[config.mk]
export PLATFORM = sky130hd
export DESIGN_NAME = bounded_deque
export DESIGN_NICKNAME = d
export VERILOG_FILES = /design/src/design/bdq_pkg.sv /design/src/design/bdq_ctrl.sv /design/src/design/bdq_dp.sv /design/src/design/bounded_deque.sv
export SDC_FILE = /design/constraint.sdc
export NUM_CORES = 1
export LEC_CHECK = 0
export BUFFER_PORTS_ARGS = -buffer_cell sky130_fd_sc_hd__buf_4
export CAP_MARGIN = 20
export CORE_UTILIZATION = 62
export DETAILED_ROUTE_END_ITERATION = 8
export GPL_TIMING_DRIVEN = 1
export PLACE_DENSITY = 0.79
export SYNTH_ARGS = -nofsm -noshare
export SYNTH_HDL_FRONTEND = slang
export SYNTH_SLANG_ARGS = --single-unit
[constraint.sdc]
create_clock -name clk -period 5.3 [get_ports clk]
set_input_delay 0.53 -clock clk [delete_from_list [all_inputs] [get_ports clk]]
set_output_delay 0.53 -clock clk [all_outputs]
set_load 0.03 [all_outputs]
[src/design/bdq_pkg.sv]
// Shared types and constants for the bounded double-ended queue.
package bdq_pkg;

  // Default number of entries in the circular store.
  localparam int DEPTH_DEF = 32;

  // Request codes carried in req_type.
  localparam logic [2:0] REQ_PUSH_FRONT = 3'd0;
  localparam logic [2:0] REQ_PUSH_BACK  = 3'd1;
  localparam logic [2:0] REQ_POP_FRONT  = 3'd2;
  localparam logic [2:0] REQ_POP_BACK   = 3'd3;
  localparam logic [2:0] REQ_LIST       = 3'd4;

  // Result status codes.
  localparam logic [1:0] ST_OK    = 2'd0;
  localparam logic [1:0] ST_EMPTY = 2'd1;
  localparam logic [1:0] ST_FULL  = 2'd2;

  // One request beat.
  typedef struct packed {
    logic        [2:0]  req_type;
    logic signed [31:0] push_value;
  } req_t;

  // One result beat.
  typedef struct packed {
    logic signed [31:0] out_value;
    logic        [1:0]  status;
    logic               last_of_run;
  } rsp_t;

  // Controller states.
  typedef enum logic [1:0] {
    S_IDLE,
    S_DECODE,
    S_POP_DATA,
    S_LIST_DATA
  } state_t;

  // Commands from the controller to the datapath.
  typedef enum logic [2:0] {
    DP_NONE,
    DP_LATCH,
    DP_SHORT_RESULT,
    DP_POP_START,
    DP_POP_RESULT,
    DP_LIST_START,
    DP_LIST_RESULT
  } dp_op_t;

  // Status from the datapath to the controller.
  typedef struct packed {
    logic [2:0] req_type;
    logic       empty;
    logic       full;
    logic       out_free;
    logic       list_last;
  } dp_stat_t;

endpackage

[src/design/bdq_ctrl.sv]
// Controller state machine that sequences requests through the deque datapath.
module bdq_ctrl
  import bdq_pkg::*;
(
  input  logic     clk,
  input  logic     rst,
  input  logic     req_valid,
  output logic     req_stall,
  input  dp_stat_t stat,
  output dp_op_t   op
);

  state_t state;
  state_t state_next;

  // State register.
  always_ff @(posedge clk) begin
    if (rst) begin
      state <= S_IDLE;
    end else begin
      state <= state_next;
    end
  end

  // Next state and datapath command.
  always_comb begin
    state_next = state;
    op         = DP_NONE;
    req_stall  = 1'b1;
    case (state)
      S_IDLE: begin
        req_stall = 1'b0;
        if (req_valid) begin
          op         = DP_LATCH;
          state_next = S_DECODE;
        end
      end
      S_DECODE: begin
        if (stat.req_type inside {REQ_PUSH_FRONT, REQ_PUSH_BACK}) begin
          // A push finishes in one step once the result register is free.
          if (stat.out_free) begin
            op         = DP_SHORT_RESULT;
            state_next = S_IDLE;
          end
        end else if (stat.req_type inside {REQ_POP_FRONT, REQ_POP_BACK}) begin
          if (stat.empty) begin
            if (stat.out_free) begin
              op         = DP_SHORT_RESULT;
              state_next = S_IDLE;
            end
          end else begin
            op         = DP_POP_START;
            state_next = S_POP_DATA;
          end
        end else if (stat.req_type == REQ_LIST) begin
          if (stat.empty) begin
            if (stat.out_free) begin
              op         = DP_SHORT_RESULT;
              state_next = S_IDLE;
            end
          end else begin
            op         = DP_LIST_START;
            state_next = S_LIST_DATA;
          end
        end else begin
          // Unknown codes produce nothing.
          state_next = S_IDLE;
        end
      end
      S_POP_DATA: begin
        if (stat.out_free) begin
          op         = DP_POP_RESULT;
          state_next = S_IDLE;
        end
      end
      S_LIST_DATA: begin
        if (stat.out_free) begin
          op = DP_LIST_RESULT;
          if (stat.list_last) begin
            state_next = S_IDLE;
          end
        end
      end
      default: begin
        state_next = S_IDLE;
      end
    endcase
  end

endmodule

[src/design/bdq_dp.sv]
// Datapath of the deque: entry memory, pointers, request and result registers.
module bdq_dp
  import bdq_pkg::*;
#(
  parameter int DEPTH = DEPTH_DEF
) (
  input  logic     clk,
  input  logic     rst,
  input  dp_op_t   op,
  output dp_stat_t stat,
  input  req_t     req,
  output logic     rsp_valid,
  input  logic     rsp_stall,
  output rsp_t     rsp
);

  localparam int SLOT_W = $clog2(DEPTH);
  localparam int CNT_W  = $clog2(DEPTH + 1);
  localparam logic [SLOT_W:0]  DEPTH_S  = (SLOT_W + 1)'(DEPTH);
  localparam logic [CNT_W-1:0] DEPTH_C  = CNT_W'(DEPTH);
  localparam logic [SLOT_W-1:0] LAST_SLOT = SLOT_W'(DEPTH - 1);

  // Add two slot numbers below DEPTH and wrap once.
  function automatic logic [SLOT_W-1:0] wrap_add(input logic [SLOT_W-1:0] a,
                                                 input logic [SLOT_W-1:0] b);
    logic [SLOT_W:0] sum;
    sum = {1'b0, a} + {1'b0, b};
    if (sum >= DEPTH_S) begin
      sum = sum - DEPTH_S;
    end
    return sum[SLOT_W-1:0];
  endfunction

  logic signed [31:0] mem [DEPTH];
  logic signed [31:0] rd_data;
  logic               rd_en;
  logic [SLOT_W-1:0]  rd_addr;
  logic               wr_en;
  logic [SLOT_W-1:0]  wr_addr;

  req_t              cur;
  logic [SLOT_W-1:0] front;
  logic [SLOT_W-1:0] front_next;
  logic [CNT_W-1:0]  count;
  logic [CNT_W-1:0]  count_next;
  logic [SLOT_W-1:0] idx;
  logic [SLOT_W-1:0] idx_next;

  logic              empty;
  logic              full;
  logic              out_free;
  logic              list_last;
  logic              is_push;
  logic [SLOT_W-1:0] front_dec;
  logic [SLOT_W-1:0] front_inc;
  logic [SLOT_W-1:0] back_slot;
  logic [SLOT_W-1:0] tail_slot;
  logic              out_load;
  rsp_t              out_new;

  // Status toward the controller.
  assign empty     = (count == '0);
  assign full      = (count == DEPTH_C);
  assign out_free  = !rsp_valid || !rsp_stall;
  assign list_last = ({1'b0, idx} + 1'b1) == (SLOT_W + 1)'(count);
  assign is_push   = (cur.req_type == REQ_PUSH_FRONT) || (cur.req_type == REQ_PUSH_BACK);

  always_comb begin
    stat.req_type  = cur.req_type;
    stat.empty     = empty;
    stat.full      = full;
    stat.out_free  = out_free;
    stat.list_last = list_last;
  end

  // Slot arithmetic around the circular store.
  assign front_dec = (front == '0) ? LAST_SLOT : front - 1'b1;
  assign front_inc = wrap_add(front, SLOT_W'(1));
  assign back_slot = wrap_add(front, SLOT_W'(count - 1'b1));
  assign tail_slot = wrap_add(front, SLOT_W'(count));

  // Command decode: pointer updates, memory access and result formation.
  always_comb begin
    front_next = front;
    count_next = count;
    idx_next   = idx;
    wr_en      = 1'b0;
    wr_addr    = tail_slot;
    rd_en      = 1'b0;
    rd_addr    = front;
    out_load   = 1'b0;
    out_new    = '0;
    case (op)
      DP_SHORT_RESULT: begin
        out_load            = 1'b1;
        out_new.last_of_run = 1'b1;
        if (is_push) begin
          if (full) begin
            out_new.status = ST_FULL;
          end else begin
            out_new.status = ST_OK;
            wr_en          = 1'b1;
            count_next     = count + 1'b1;
            if (cur.req_type == REQ_PUSH_FRONT) begin
              wr_addr    = front_dec;
              front_next = front_dec;
            end
          end
        end else begin
          out_new.status = ST_EMPTY;
        end
      end
      DP_POP_START: begin
        rd_en      = 1'b1;
        count_next = count - 1'b1;
        if (cur.req_type == REQ_POP_FRONT) begin
          rd_addr    = front;
          front_next = front_inc;
        end else begin
          rd_addr = back_slot;
        end
      end
      DP_POP_RESULT: begin
        out_load            = 1'b1;
        out_new.out_value   = rd_data;
        out_new.status      = ST_OK;
        out_new.last_of_run = 1'b1;
      end
      DP_LIST_START: begin
        rd_en    = 1'b1;
        rd_addr  = front;
        idx_next = '0;
      end
      DP_LIST_RESULT: begin
        out_load            = 1'b1;
        out_new.out_value   = rd_data;
        out_new.status      = ST_OK;
        out_new.last_of_run = list_last;
        if (!list_last) begin
          idx_next = idx + 1'b1;
          rd_en    = 1'b1;
          rd_addr  = wrap_add(front, idx + 1'b1);
        end
      end
      default: begin
      end
    endcase
  end

  // Entry memory with registered read data.
  always_ff @(posedge clk) begin
    if (wr_en) begin
      mem[wr_addr] <= cur.push_value;
    end
    if (rd_en) begin
      rd_data <= mem[rd_addr];
    end
  end

  // Request register, loaded when a beat is accepted.
  always_ff @(posedge clk) begin
    if (op == DP_LATCH) begin
      cur <= req;
    end
    idx <= idx_next;
  end

  // Pointer registers.
  always_ff @(posedge clk) begin
    if (rst) begin
      front <= '0;
      count <= '0;
    end else begin
      front <= front_next;
      count <= count_next;
    end
  end

  // Result register.
  always_ff @(posedge clk) begin
    if (rst) begin
      rsp_valid <= 1'b0;
    end else if (out_load) begin
      rsp_valid <= 1'b1;
    end else if (!rsp_stall) begin
      rsp_valid <= 1'b0;
    end
  end

  always_ff @(posedge clk) begin
    if (out_load) begin
      rsp <= out_new;
    end
  end

  // The fill count never passes the store size.
  a_count_bound: assert property (@(posedge clk) disable iff (rst) count <= DEPTH_C)
    else $error("entry count above depth");

  // The front slot always names a real entry.
  a_front_bound: assert property (@(posedge clk) disable iff (rst)
    {1'b0, front} < DEPTH_S)
    else $error("front slot out of range");

  // An accepted push into a deque with room grows it by one.
  a_push_grows: assert property (@(posedge clk) disable iff (rst)
    (op == DP_SHORT_RESULT && is_push && !full) |=> (count == $past(count) + 1'b1))
    else $error("push did not grow the deque");

  // Error results carry a zero value.
  a_err_zero: assert property (@(posedge clk) disable iff (rst)
    (rsp_valid && rsp.status != ST_OK) |-> (rsp.out_value == 0))
    else $error("error result with nonzero value");

endmodule

[src/design/bounded_deque.sv]
// Top level of the bounded double-ended queue.
// A request beat is taken only when the block is idle; the controller then
// walks it through the datapath's entry memory, which has separate read and
// write ports and registered read data. A push, or any request that ends in
// an error status, goes from the request register through the decode state
// into the result register; the block is idle again in the same cycle that
// the result appears. A pop adds a memory read state. A listing of N entries
// reads one entry per cycle while the result side does not stall and gives N
// results. An unknown code gives no result and frees the block. A stall on
// the result side holds the result register and delays the next step; a new
// request can still be taken while a finished result waits.
module bounded_deque
  import bdq_pkg::*;
#(
  parameter int DEPTH = DEPTH_DEF
) (
  input  logic clk,
  input  logic rst,
  input  logic req_valid,
  output logic req_stall,
  input  req_t req,
  output logic rsp_valid,
  input  logic rsp_stall,
  output rsp_t rsp
);

  dp_op_t   op;
  dp_stat_t stat;

  // Sequencer.
  bdq_ctrl u_ctrl (
    .clk       (clk),
    .rst       (rst),
    .req_valid (req_valid),
    .req_stall (req_stall),
    .stat      (stat),
    .op        (op)
  );

  // Storage and result path.
  bdq_dp #(
    .DEPTH (DEPTH)
  ) u_dp (
    .clk       (clk),
    .rst       (rst),
    .op        (op),
    .stat      (stat),
    .req       (req),
    .rsp_valid (rsp_valid),
    .rsp_stall (rsp_stall),
    .rsp       (rsp)
  );

endmodule
==> reports/metrics.cfg <==
[run_status]
status = complete, no violations

[grt]
grt_max_degree = 105
grt_pass1_wl_microns = 188000
grt.overflow.total = 0
antenna_found_initial = 5
grt_util_all_layers_pct = 34.9
grt_pass1_vias = 29400

[power_and_ir_drop]
power_density_mw_per_mm2 = 359
power.total_mw = 18.6
ir_drop_v = 0.000302
p_leak_nw = 17.4

[cts]
cts_num_sinks = 1145
cts_buffers = 110
cts_resized = 0
cts_hold_buf = 3
clockRootBuffer = clkbuf_16
cts_max_level = 3
clk_path_buf_depth = 3
cts_tree = done
post-cts-setup-buffers = 0
clkLatencyLatePin_ns = 0.69
clk_pin_slew_ns = 0.07

[timing]
maxSlewViolCount = 0
timing.final.crit_share_pct = 92.0
fin_skew_ns = 0.0267
period_minus_slack_ns = 4.87
relSlewSlack_pct = 19.1
worst_slew_pin_slew_ns = 1.21
rsz0062_at_grt = false
finalSetupTns_ns = 0
fmax_mhz = 205
setup_viol = 0
timing.hold.ws_ns = 0.0205
hold_viol_final = 0

[floorplan]
die_area_sq_mm = 0.0746
die_h_microns = 273
io_pins = 76
rows = 99
die_w_microns = 273
initial_core_util_pct = 62.6
core_sq_mm = 0.0728

[synth]
synthArstFlopShare_pct = 0
syn_area_sq_mm = 0.0456
synth.area.mux_share_pct = 1.07
synth-seq-cells = 1145
synth_compound_area_share_pct = 8.03
synthFlopType = edfxtp_1
ys_seq_area_share_pct = 75.1
synth_xor_area_share_pct = 0.595
synth_top_area_share_pct = 74.5
netlist_instances = 3297
ys_types = 59
synth_fa_ha_area_share_pct = 0.598
yosysTopAreaCell = edfxtp_1
synth_area_per_cell_sq_um = 13.8
synth-simple-area-share_pct = 12.0
ys_warn_count = 0
synth-edff-count = 1131
yosys-top-cells-area = edfxtp_1, nand2_1, nand3_1
synth_top_family_by_area = simple AND/OR/NAND/NOR gates
synth_nets = 3356

[setup_path]
cp-start-kind = register
max_stage_delay_ns = 0.59
rrSetupSlack_ns = 0.43
critPathMaxFanout = 104
cp.arrival_ns = 5.27
worstSetupPathType = register to register
critPathRequiredTime_ns = 5.70
critPathSlowestCell = a211o_1
crit_top_cell = nand4_1
critPathCaptureType = register
path_cells = inv_1 > ha_1 > or4b_4 > o21ai_0 > a211o_1 > mux2i_1 > o311ai_4 > buf_12 > nor2_4 > buf_4 > nand3_1 > nand4_1 > nand4_1

[placed_design]
dpl.cell_count = 4233
place.detailed.hpwl_microns = 71700
io_buffers = 75
dpl_cell_area_sq_mm = 0.0481
place_congestion = 0.860

[detailed_routing]
vias = 30400
drc = 0
routed_wirelength_microns = 130000
wl_per_cell_microns = 29.4
drt_iter0_drc = 5173
drtPass1Iterations = 8
ant_nets = 0
viasPerCell = 6.85

[finish]
drive_above_1_share_pct = 12.5
fin_nets = 3452
diodes = 0
finish.instance_area_sq_mm = 0.0517
fin_cells = 4436
area_growth_pct = 13.3

[flow_run]
maxCapViolations = 0

[min_path]
hold_class = input pin to register

## kinds of logic after synthesis
family	after synthesis
simple gates	1289
flops	1145
compound gates	472
buf+inv	292
mux	48
xor+xnor	31
fa+ha+maj	20
## metal layers
layer  vias to the layer above  track usage, %  part of all wire (%)
li1                      12600               -                     -
met1                     14700            47.4                    35
met2                      2622            53.6                    46
met3                       433            7.76                    14
met4                         6            17.8                   5.1
met5                         -               0                 0.030
## state kept, by name (all words and copies together) (netlist names)
signal,flops
u_dp.idx,5
u_dp.front,5
u_dp.cur,32
u_ctrl.state,2
u_dp.rsp_valid,1
u_dp.rd_data,32
u_dp.mem,1024
u_dp.stat,3
u_dp.rsp,35
u_dp.count,6
## power breakdown
part	total, mW	internal [mW]	switching (mW)
registers	10.1	10.0	0.118
clock network	7.55	4.24	3.31
logic	0.875	0.262	0.612
total	18.6	14.5	4.04
## per-stage QoR
stage / setup slack, ns / util [%]
after CTS: 0.455 / 70.8
final: 0.426 / 71.0
after global placement: 0.596 / 66.1
after detailed placement: 0.494 / 66.1
after global routing: 0.199 / 71.0
after floorplan: 0.655 / -
## layout by cell type, fill, tap and decap left out, types with 56 or more instances in the layout
| master | count |
|---|---|
| a2111oi_0 | 63 |
| a211oi_1 | 65 |
| a21oi_1 | 56 |
| edfxtp_1 | 1131 |
| nand3_1 | 167 |
| nand4_1 | 102 |
| nand2_1 | 783 |
| clkbuf_16 | 110 |
| inv_1 | 75 |
| buf_4 | 162 |
| a311oi_1 | 63 |
| nor2_1 | 133 |
## worst paths after layout
path | endpoint | startpoint | depth (start not counted)
worst max register to register | u_dp.rd_data[3] | u_dp.count[0] | 13
worst min register to register | u_dp.rsp[8] | u_dp.rd_data[5] | 1
worst min-delay path | u_dp.cur[22] | req[22] | 1
worst max-delay path | u_dp.rd_data[3] | u_dp.count[0] | 13
## cell usage after synthesis, drive strengths merged (43+ instances only)
library cell	count
a21oi	77
inv	76
clkbuf	154
nand3	168
nand4	102
nor2	171
a311oi	64
a2111oi	63
edfxtp	1131
nand2	784
mux2i	43
buf	62
a211oi	66
## critical path, delay by kind of cell, from the launching register on
family | cells | cell delay (ns)
compound gates | 3 | 1.25
fa+ha+maj | 1 | 0.22
buf+inv | 3 | 0.95
flops | 1 | 0.37
mux | 1 | 0.45
simple gates | 5 | 1.25
## area by class of cell
class / instances / area (sq um)
clock buffers: 130 / 2830
clock inverters: 66 / 597
fillers: 4428 / 21200
inverters: 76 / 285
multi-input cells: 1860 / 10600
flip-flops and latches: 1145 / 34200
well taps: 959 / 1200
repair buffers: 200 / 1950
No activity file was read; power rests on OpenSTA's default activity.
